`config.mk`:
```
export PLATFORM = sky130hd
export DESIGN_NAME = lexicographic_permutation_generator_top
export DESIGN_NICKNAME = d
export VERILOG_FILES = /design/src/rtl/core/lpg_pkg.sv /design/src/rtl/core/lexicographic_permutation_generator_top.sv /design/src/rtl/core/lpg_ram.sv /design/src/rtl/core/lpg_ctrl.sv /design/src/rtl/core/lpg_dpath.sv
export SDC_FILE = /design/constraint.sdc
export NUM_CORES = 1
export LEC_CHECK = 0
export BUFFER_PORTS_ARGS = -buffer_cell sky130_fd_sc_hd__buf_2
export CAP_MARGIN = 40
export CORE_ASPECT_RATIO = 0.7
export CORE_MARGIN = 2
export CORE_UTILIZATION = 55
export DETAILED_ROUTE_END_ITERATION = 6
export PLACE_DENSITY = 0.79
export SYNTH_ARGS = -nofsm -noshare
export SYNTH_HDL_FRONTEND = slang
export SYNTH_SLANG_ARGS = --single-unit
```
`constraint.sdc`:
```
create_clock -name clk -period 5.25 [get_ports clk]
set_input_delay 1.05 -clock clk [delete_from_list [all_inputs] [get_ports clk]]
set_output_delay 1.05 -clock clk [all_outputs]
set_load 0.02 [all_outputs]
```
`src/rtl/core/lpg_pkg.sv`:
```
// shared types and constants of the permutation generator
`timescale 1ns / 1ps
`default_nettype none

package lpg_pkg;

	localparam int LPG_MAX_LENGTH = 8;
	localparam int LPG_LEN_W      = 4;
	localparam int LPG_VAL_W      = 4;
	localparam int LPG_TDATA_W    = 8;
	localparam logic [LPG_LEN_W-1:0] LPG_LEN_RESET = 4'd3;

	typedef enum logic [3:0] {
		ST_IDLE,
		ST_P_RD,
		ST_P_CMP,
		ST_H_RD,
		ST_H_CMP,
		ST_SW2,
		ST_R_RD,
		ST_R_WA,
		ST_R_WB,
		ST_E_RD,
		ST_E_OUT,
		ST_EXH
	} lpg_state_t;

	typedef enum logic [4:0] {
		OP_NONE,
		OP_IDENT,
		OP_P_INIT,
		OP_P_RD,
		OP_P_CMP,
		OP_H_INIT,
		OP_H_RD,
		OP_H_CMP,
		OP_SW1,
		OP_SW2,
		OP_R_RD,
		OP_R_WA,
		OP_R_WB,
		OP_E_INIT,
		OP_E_RD,
		OP_E_OUT,
		OP_X_OUT
	} lpg_op_t;

	typedef struct packed {
		logic pair_ok;
		logic single_ok;
		logic found;
		logic rev_more;
		logic out_free;
		logic elem_last;
	} lpg_status_t;

endpackage

`default_nettype wire

```
`src/rtl/core/lexicographic_permutation_generator_top.sv`:
```
// top level of the lexicographic permutation generator
// a restart sets the permutation to the identity and streams it out beat by beat; an advance
// first scans for the pivot, then for the swap partner, swaps the two and reverses the
// suffix pair by pair, then streams out the result
// one request at a time: the controller takes a request only while idle, and a request
// after the last permutation gets a single exhausted beat. reset clears the controller,
// the output valid and the entry valid bits, so the permutation reads as the identity at
// once, and loads length 3
`timescale 1ns / 1ps
`default_nettype none

module lexicographic_permutation_generator_top #(
	parameter int MAX_LENGTH = lpg_pkg::LPG_MAX_LENGTH
) (
	input  wire logic                             clk,
	input  wire logic                             arst_n,
	// request channel
	input  wire logic                             s_axis_tvalid,
	output logic                                  s_axis_tready,
	input  wire logic [lpg_pkg::LPG_TDATA_W-1:0]  s_axis_tdata,   // [0] restart, rest zero
	// result channel
	output logic                                  m_axis_tvalid,
	input  wire logic                             m_axis_tready,
	output logic      [lpg_pkg::LPG_TDATA_W-1:0]  m_axis_tdata,   // [3:0] element_value
	output logic                                  m_axis_tlast,   // last_of_permutation
	output logic                                  m_axis_tuser,   // [0] exhausted
	// length register
	input  wire logic                             cfg_we,
	input  wire logic [lpg_pkg::LPG_LEN_W-1:0]    cfg_wdata
);

	import lpg_pkg::*;

	lpg_op_t              op;
	lpg_status_t          status;
	logic [LPG_VAL_W-1:0] m_value;

	// controller: decides restart, advance or exhausted, and steps the datapath
	lpg_ctrl u_ctrl (
		.clk        (clk),
		.arst_n     (arst_n),
		.in_valid   (s_axis_tvalid),
		.in_restart (s_axis_tdata[0]),
		.in_ready   (s_axis_tready),
		.cfg_we     (cfg_we),
		.status     (status),
		.op         (op)
	);

	// datapath: permutation ram, scan indexes and the output beat register
	lpg_dpath #(
		.MAX_LENGTH (MAX_LENGTH)
	) u_dpath (
		.clk       (clk),
		.arst_n    (arst_n),
		.op        (op),
		.cfg_we    (cfg_we),
		.cfg_wdata (cfg_wdata),
		.status    (status),
		.m_valid   (m_axis_tvalid),
		.m_ready   (m_axis_tready),
		.m_value   (m_value),
		.m_last    (m_axis_tlast),
		.m_exh     (m_axis_tuser)
	);

	// pad the value up to a whole byte
	assign m_axis_tdata = {{(LPG_TDATA_W - LPG_VAL_W){1'b0}}, m_value};

endmodule

`default_nettype wire

```
`src/rtl/core/lpg_ram.sv`:
```
// generic ram, one write port and two registered read ports
`timescale 1ns / 1ps
`default_nettype none

module lpg_ram #(
	parameter int WIDTH = 4,
	parameter int DEPTH = 8
) (
	input  wire logic                       clk,
	input  wire logic                       we,
	input  wire logic [$clog2(DEPTH)-1:0]   waddr,
	input  wire logic [WIDTH-1:0]           wdata,
	input  wire logic                       re_a,
	input  wire logic [$clog2(DEPTH)-1:0]   raddr_a,
	output logic      [WIDTH-1:0]           rdata_a,
	input  wire logic                       re_b,
	input  wire logic [$clog2(DEPTH)-1:0]   raddr_b,
	output logic      [WIDTH-1:0]           rdata_b
);

	logic [WIDTH-1:0] mem_q [DEPTH];

	always_ff @(posedge clk) begin
		if (we) begin
			mem_q[waddr] <= wdata;
		end
		if (re_a) begin
			rdata_a <= mem_q[raddr_a];
		end
		if (re_b) begin
			rdata_b <= mem_q[raddr_b];
		end
	end

endmodule

`default_nettype wire

```
`src/rtl/core/lpg_ctrl.sv`:
```
// sequencing state machine of the permutation generator
`timescale 1ns / 1ps
`default_nettype none

module lpg_ctrl (
	input  wire logic                 clk,
	input  wire logic                 arst_n,
	input  wire logic                 in_valid,
	input  wire logic                 in_restart,
	output logic                      in_ready,
	input  wire logic                 cfg_we,
	input  wire lpg_pkg::lpg_status_t status,
	output lpg_pkg::lpg_op_t          op
);

	import lpg_pkg::*;

	lpg_state_t state_q, state_d;
	logic       started_q;
	logic       finished_q;
	logic       accept;
	logic       fresh;

	assign accept = in_valid && (state_q == ST_IDLE);
	assign fresh  = in_restart || !started_q;

	always_ff @(posedge clk or negedge arst_n) begin
		if (!arst_n) begin
			state_q    <= ST_IDLE;
			started_q  <= 1'b0;
			finished_q <= 1'b0;
		end else begin
			state_q <= state_d;
			if (cfg_we) begin
				started_q  <= 1'b0;
				finished_q <= 1'b0;
			end else if (accept && fresh) begin
				started_q  <= 1'b1;
				finished_q <= 1'b0;
			end else if (state_q == ST_EXH) begin
				finished_q <= 1'b1;
			end
		end
	end

	always_comb begin
		state_d = state_q;
		unique case (state_q)
			ST_IDLE: begin
				if (in_valid) begin
					if (fresh) state_d = ST_E_RD;
					else if (finished_q) state_d = ST_EXH;
					else state_d = ST_P_RD;
				end
			end
			ST_P_RD: begin
				if (status.pair_ok) state_d = ST_P_CMP;
				else if (status.found) state_d = ST_H_RD;
				else state_d = ST_EXH;
			end
			ST_P_CMP: state_d = ST_P_RD;
			ST_H_RD:  state_d = status.single_ok ? ST_H_CMP : ST_SW2;
			ST_H_CMP: state_d = ST_H_RD;
			ST_SW2:   state_d = ST_R_RD;
			ST_R_RD:  state_d = status.rev_more ? ST_R_WA : ST_E_RD;
			ST_R_WA:  state_d = ST_R_WB;
			ST_R_WB:  state_d = ST_R_RD;
			ST_E_RD: begin
				if (status.out_free) state_d = ST_E_OUT;
			end
			ST_E_OUT: state_d = status.elem_last ? ST_IDLE : ST_E_RD;
			ST_EXH: begin
				if (status.out_free) state_d = ST_IDLE;
			end
			default: state_d = ST_IDLE;
		endcase
	end

	always_comb begin
		op       = OP_NONE;
		in_ready = 1'b0;
		unique case (state_q)
			ST_IDLE: begin
				in_ready = 1'b1;
				if (in_valid) begin
					if (fresh) op = OP_IDENT;
					else if (!finished_q) op = OP_P_INIT;
				end
			end
			ST_P_RD: begin
				if (status.pair_ok) op = OP_P_RD;
				else if (status.found) op = OP_H_INIT;
			end
			ST_P_CMP: op = OP_P_CMP;
			ST_H_RD:  op = status.single_ok ? OP_H_RD : OP_SW1;
			ST_H_CMP: op = OP_H_CMP;
			ST_SW2:   op = OP_SW2;
			ST_R_RD:  op = status.rev_more ? OP_R_RD : OP_E_INIT;
			ST_R_WA:  op = OP_R_WA;
			ST_R_WB:  op = OP_R_WB;
			ST_E_RD: begin
				if (status.out_free) op = OP_E_RD;
			end
			ST_E_OUT: op = OP_E_OUT;
			ST_EXH: begin
				if (status.out_free) op = OP_X_OUT;
			end
			default: op = OP_NONE;
		endcase
	end

endmodule

`default_nettype wire

```
`src/rtl/core/lpg_dpath.sv`:
```
// permutation store, index registers and output register
`timescale 1ns / 1ps
`default_nettype none

module lpg_dpath #(
	parameter int MAX_LENGTH = lpg_pkg::LPG_MAX_LENGTH
) (
	input  wire logic                           clk,
	input  wire logic                           arst_n,
	input  wire lpg_pkg::lpg_op_t               op,
	input  wire logic                           cfg_we,
	input  wire logic [lpg_pkg::LPG_LEN_W-1:0]  cfg_wdata,
	output lpg_pkg::lpg_status_t                status,
	output logic                                m_valid,
	input  wire logic                           m_ready,
	output logic      [lpg_pkg::LPG_VAL_W-1:0]  m_value,
	output logic                                m_last,
	output logic                                m_exh
);

	import lpg_pkg::*;

	localparam int IW = $clog2(MAX_LENGTH);
	localparam int CW = $clog2(MAX_LENGTH + 1);
	localparam int VW = CW;

	logic [LPG_LEN_W-1:0] len_q;
	logic [CW-1:0]        eff_len;
	logic [CW-1:0]        len_m1;
	logic [MAX_LENGTH-1:0] vld_q;
	logic                 found_q;
	logic [CW-1:0]        j_q;
	logic [CW-1:0]        j_inc;
	logic [IW-1:0]        piv_q, hi_q, lo_q, rhi_q;
	logic [VW-1:0]        pivval_q, hival_q;
	logic                 rda_vld_q, rdb_vld_q;
	logic [IW-1:0]        rda_idx_q, rdb_idx_q;
	logic [VW-1:0]        rdata_a, rdata_b, val_a, val_b;
	logic                 we, re_a, re_b;
	logic [IW-1:0]        waddr, raddr_a, raddr_b;
	logic [VW-1:0]        wdata;
	logic [VW+LPG_VAL_W-1:0] val_wide;

	// the effective length saturates the length register into 1..MAX_LENGTH
	always_comb begin
		if (len_q == '0) eff_len = CW'(1);
		else if (int'(len_q) > MAX_LENGTH) eff_len = CW'(MAX_LENGTH);
		else eff_len = CW'(len_q);
	end

	assign len_m1 = eff_len - CW'(1);
	assign j_inc  = j_q + CW'(1);

	// entries never written since the last restart read as the identity
	assign val_a = rda_vld_q ? rdata_a : VW'(rda_idx_q) + VW'(1);
	assign val_b = rdb_vld_q ? rdata_b : VW'(rdb_idx_q) + VW'(1);
	assign val_wide = {{LPG_VAL_W{1'b0}}, val_a};

	assign status.pair_ok   = j_inc < eff_len;
	assign status.single_ok = j_q < eff_len;
	assign status.found     = found_q;
	assign status.rev_more  = lo_q < rhi_q;
	assign status.out_free  = !m_valid || m_ready;
	assign status.elem_last = j_inc == eff_len;

	always_comb begin
		we      = 1'b0;
		waddr   = piv_q;
		wdata   = hival_q;
		re_a    = 1'b0;
		re_b    = 1'b0;
		raddr_a = j_q[IW-1:0];
		raddr_b = j_inc[IW-1:0];
		unique case (op) inside
			OP_P_RD: begin
				re_a = 1'b1;
				re_b = 1'b1;
			end
			OP_H_RD, OP_E_RD: re_a = 1'b1;
			OP_R_RD: begin
				re_a    = 1'b1;
				re_b    = 1'b1;
				raddr_a = lo_q;
				raddr_b = rhi_q;
			end
			OP_SW1: we = 1'b1;
			OP_SW2: begin
				we    = 1'b1;
				waddr = hi_q;
				wdata = pivval_q;
			end
			OP_R_WA: begin
				we    = 1'b1;
				waddr = lo_q;
				wdata = val_b;
			end
			OP_R_WB: begin
				we    = 1'b1;
				waddr = rhi_q;
				wdata = val_a;
			end
			default: ;
		endcase
	end

	lpg_ram #(
		.WIDTH (VW),
		.DEPTH (MAX_LENGTH)
	) u_ram (
		.clk     (clk),
		.we      (we),
		.waddr   (waddr),
		.wdata   (wdata),
		.re_a    (re_a),
		.raddr_a (raddr_a),
		.rdata_a (rdata_a),
		.re_b    (re_b),
		.raddr_b (raddr_b),
		.rdata_b (rdata_b)
	);

	// control registers
	always_ff @(posedge clk or negedge arst_n) begin
		if (!arst_n) begin
			len_q   <= LPG_LEN_RESET;
			vld_q   <= '0;
			found_q <= 1'b0;
			m_valid <= 1'b0;
		end else begin
			if (cfg_we) len_q <= cfg_wdata;
			if (op == OP_IDENT) vld_q <= '0;
			else if (we) vld_q[waddr] <= 1'b1;
			if (op == OP_P_INIT) found_q <= 1'b0;
			else if (op == OP_P_CMP && val_a < val_b) found_q <= 1'b1;
			if (op == OP_E_OUT || op == OP_X_OUT) m_valid <= 1'b1;
			else if (m_ready) m_valid <= 1'b0;
		end
	end

	// indexes and held values
	always_ff @(posedge clk) begin
		if (re_a) begin
			rda_vld_q <= vld_q[raddr_a];
			rda_idx_q <= raddr_a;
		end
		if (re_b) begin
			rdb_vld_q <= vld_q[raddr_b];
			rdb_idx_q <= raddr_b;
		end
		unique case (op) inside
			OP_IDENT, OP_P_INIT, OP_E_INIT: j_q <= '0;
			OP_P_CMP: begin
				if (val_a < val_b) begin
					piv_q    <= j_q[IW-1:0];
					pivval_q <= val_a;
				end
				j_q <= j_inc;
			end
			OP_H_INIT: j_q <= CW'(piv_q) + CW'(1);
			OP_H_CMP: begin
				if (val_a > pivval_q) begin
					hi_q    <= j_q[IW-1:0];
					hival_q <= val_a;
				end
				j_q <= j_inc;
			end
			OP_SW2: begin
				lo_q  <= piv_q + IW'(1);
				rhi_q <= len_m1[IW-1:0];
			end
			OP_R_WB: begin
				lo_q  <= lo_q + IW'(1);
				rhi_q <= rhi_q - IW'(1);
			end
			OP_E_OUT: begin
				m_value <= val_wide[LPG_VAL_W-1:0];
				m_last  <= status.elem_last;
				m_exh   <= 1'b0;
				j_q     <= j_inc;
			end
			OP_X_OUT: begin
				m_value <= '0;
				m_last  <= 1'b1;
				m_exh   <= 1'b1;
			end
			default: ;
		endcase
	end

endmodule

`default_nettype wire

```
==> results.ini <==
[place]
place_area_um2=5850
gp_congestion=0.986
dp_hpwl_mm=10.0
dp_cells=637
port_buffers=17

[worst_hold_path]
hp-class=register to register
min_path_cells=2
min_to=u_ctrl.started_q
holdCritStartpoint=u_ctrl.started_q

[pwr]
power_leakage_nw=2.50
ir_drop_mv=0.306
fin_total_pwr_w=0.00425
power_density_nw_per_um2=690

[worst_setup_path]
criticalPathCategory=register to register
rrSetupSlack_ns=1.73
r2r_start=u_dpath.j_q[0]
r2r_cells=8
end_kind=register
crit_start=u_dpath.j_q[0]
cp-start-kind=register
r2r-end=u_dpath.j_q[1]
critical_path_peak_fanout=11
worstPathArrival_ns=3.56
crit_required_ns=5.29

[synth]
ys.flop_type=edfxtp_1
ys_warn_count=0
syn-mean-instance-area_um2=11.4
synth_seq_cells=98
synth-edff-count=78
async_reset_ff_frac=0.204
yosysSeqAreaShare=0.498
yosysTopAreaCell=edfxtp_1
syn_inst=501
yosysTopAreaCellShare=0.410
syn_area_um2=5710
synth.area.top_cells=edfxtp_1 41%, dfrtp_1 7.9%, mux2i_1 7.7%
ys_types=72

[grt]
grt_first_pass_wirelength_mm=22.0
overflow=0
antenna_found_initial=0
grt_max_degree=26
grt_pass1_vias=4017
grtUsageTotal=0.260

[timing]
hold_ws_ns=0.509
rsz0062_at_grt=false
slew_headroom=0.410
hold_viol=0
period_share=0.670
fmax_ghz=0.284
drv_slew=0
fin_crit_ns=3.52
finalClockSkew_ns=0.0138
fin_tns_setup_ns=0
setup_viol=0
worst_pin_slew_ns=0.866

[floorplan]
dieArea_um2=11200
fp-row-count=31
die_w_um=126
ioPinCount=29
initial_core_util=0.558
die_y_um=89.3
core_um2=10200

[cells_and_area]
final_cell_mix=78 x edfxtp_1, 44 x mux2i_1, 41 x nor2_1
fin_cells=653
fin_area_um2=6160
nets=556
layout_commonest_cell=edfxtp_1
nFillCells=805
largestRegisters=u_dpath.u_ram.mem_q (32), u_dpath.vld_q (8)
syn2layout_area_growth_pct=7.82
n_antenna_cell=0
regMostFlops=u_dpath.u_ram.mem_q
drive_gt1_frac=0.125
largest_reg_flops=32

[drt]
vias_per_cell=6.45
drt_wl_total_mm=13.8
firstDrtPassIters=6
postRouteAntennaNets=0
wire_per_inst_um=21.1
num_vias=4209
drc_errors=0
drtIter0Drc=540

[flow_run]
drv_cap=0

[clock_network]
cts-root-buf=clkbuf_16
clockBufferDepth=2
cts_resized=0
cts_buffers=9
insertion_delay_ns=0.36
h-tree-depth=3
cts.sinks=98
postCtsSetupBuffers=0
cts_tree=done
path_clk_slew_ns=0.08
cts_hold_buf=0

[run_status]
status=finished clean

-- metal layers --
metal	global-route usage	vias to the layer above	share of wire
li1	-	1920	-
met1	0.380	2017	0.45
met2	0.377	240	0.42
met3	0.0868	32	0.12
met4	0.0659	0	0.015
met5	0	-	0
-- layout make-up --
class	count	area (um^2)	area share
clock inverter	7	77.6	0.0126
multi-input combinational	352	2600	0.422
sequential	98	2850	0.462
tap	132	165	0.0268
timing repair buffer	24	128	0.0207
inverter	31	116	0.0189
clock buffer	9	225	0.0366
-- worst max-delay path by stage --
| stage | to | slack, ns |
|---|---|---|
| floorplan | u_dpath.rda_idx_q[0] | 2.47 |
| global placement | u_dpath.u_ram.rdata_a[2] | 1.99 |
| detailed placement | u_dpath.j_q[3] | 1.96 |
| CTS | u_dpath.j_q[1] | 1.92 |
| global route | u_dpath.j_q[1] | 1.65 |
| finish | u_dpath.j_q[1] | 1.73 |
-- report_power, final --
group          internal (W)  switching [W]  leakage, nW
Sequential          0.00124       0.000235        0.964
Clock              0.000374       0.000306        0.146
Combinational      0.000775        0.00132         1.38
-- cells by family after synthesis --
group / Yosys count / synth area share
AOI/OAI and AO/OA: 131 / 0.169
and+or+nand+nor: 135 / 0.126
muxes: 51 / 0.0953
buffers and inverters: 54 / 0.0484
xor gates and xnor gates: 8 / 0.0123
DFF: 98 / 0.498
other: 1 / 0.000657
adders and majority gates: 23 / 0.0504
-- metrics by stage --
step                utilization  worst slack [ns]
CTS                       0.601              1.92
finish                    0.601              1.73
detailed placement        0.572              1.96
global placement          0.570              1.99
floorplan                     -              2.47
global route              0.601              1.65
-- critical path, cell delays in order, from the launching register on --
cell	delay, ns
edfxtp_1	0.58
ha_1	0.30
xor2_1	0.46
ha_1	0.34
o211ai_1	0.24
a21boi_1	0.22
and2_1	0.31
o21ai_2	0.41
o211ai_1	0.32
-- synthesized netlist by cell type, types with 10 or more instances --
| cell | instances |
|---|---|
| a22o_1 | 19 |
| edfxtp_1 | 78 |
| inv_1 | 27 |
| nand3_1 | 15 |
| a21oi_1 | 26 |
| mux2i_1 | 44 |
| o21ai_0 | 19 |
| dfrtp_1 | 18 |
| nor2_1 | 41 |
| ha_1 | 23 |
| nor2b_1 | 10 |
| nand2_1 | 26 |
No activity file was read; power rests on OpenSTA's default activity.
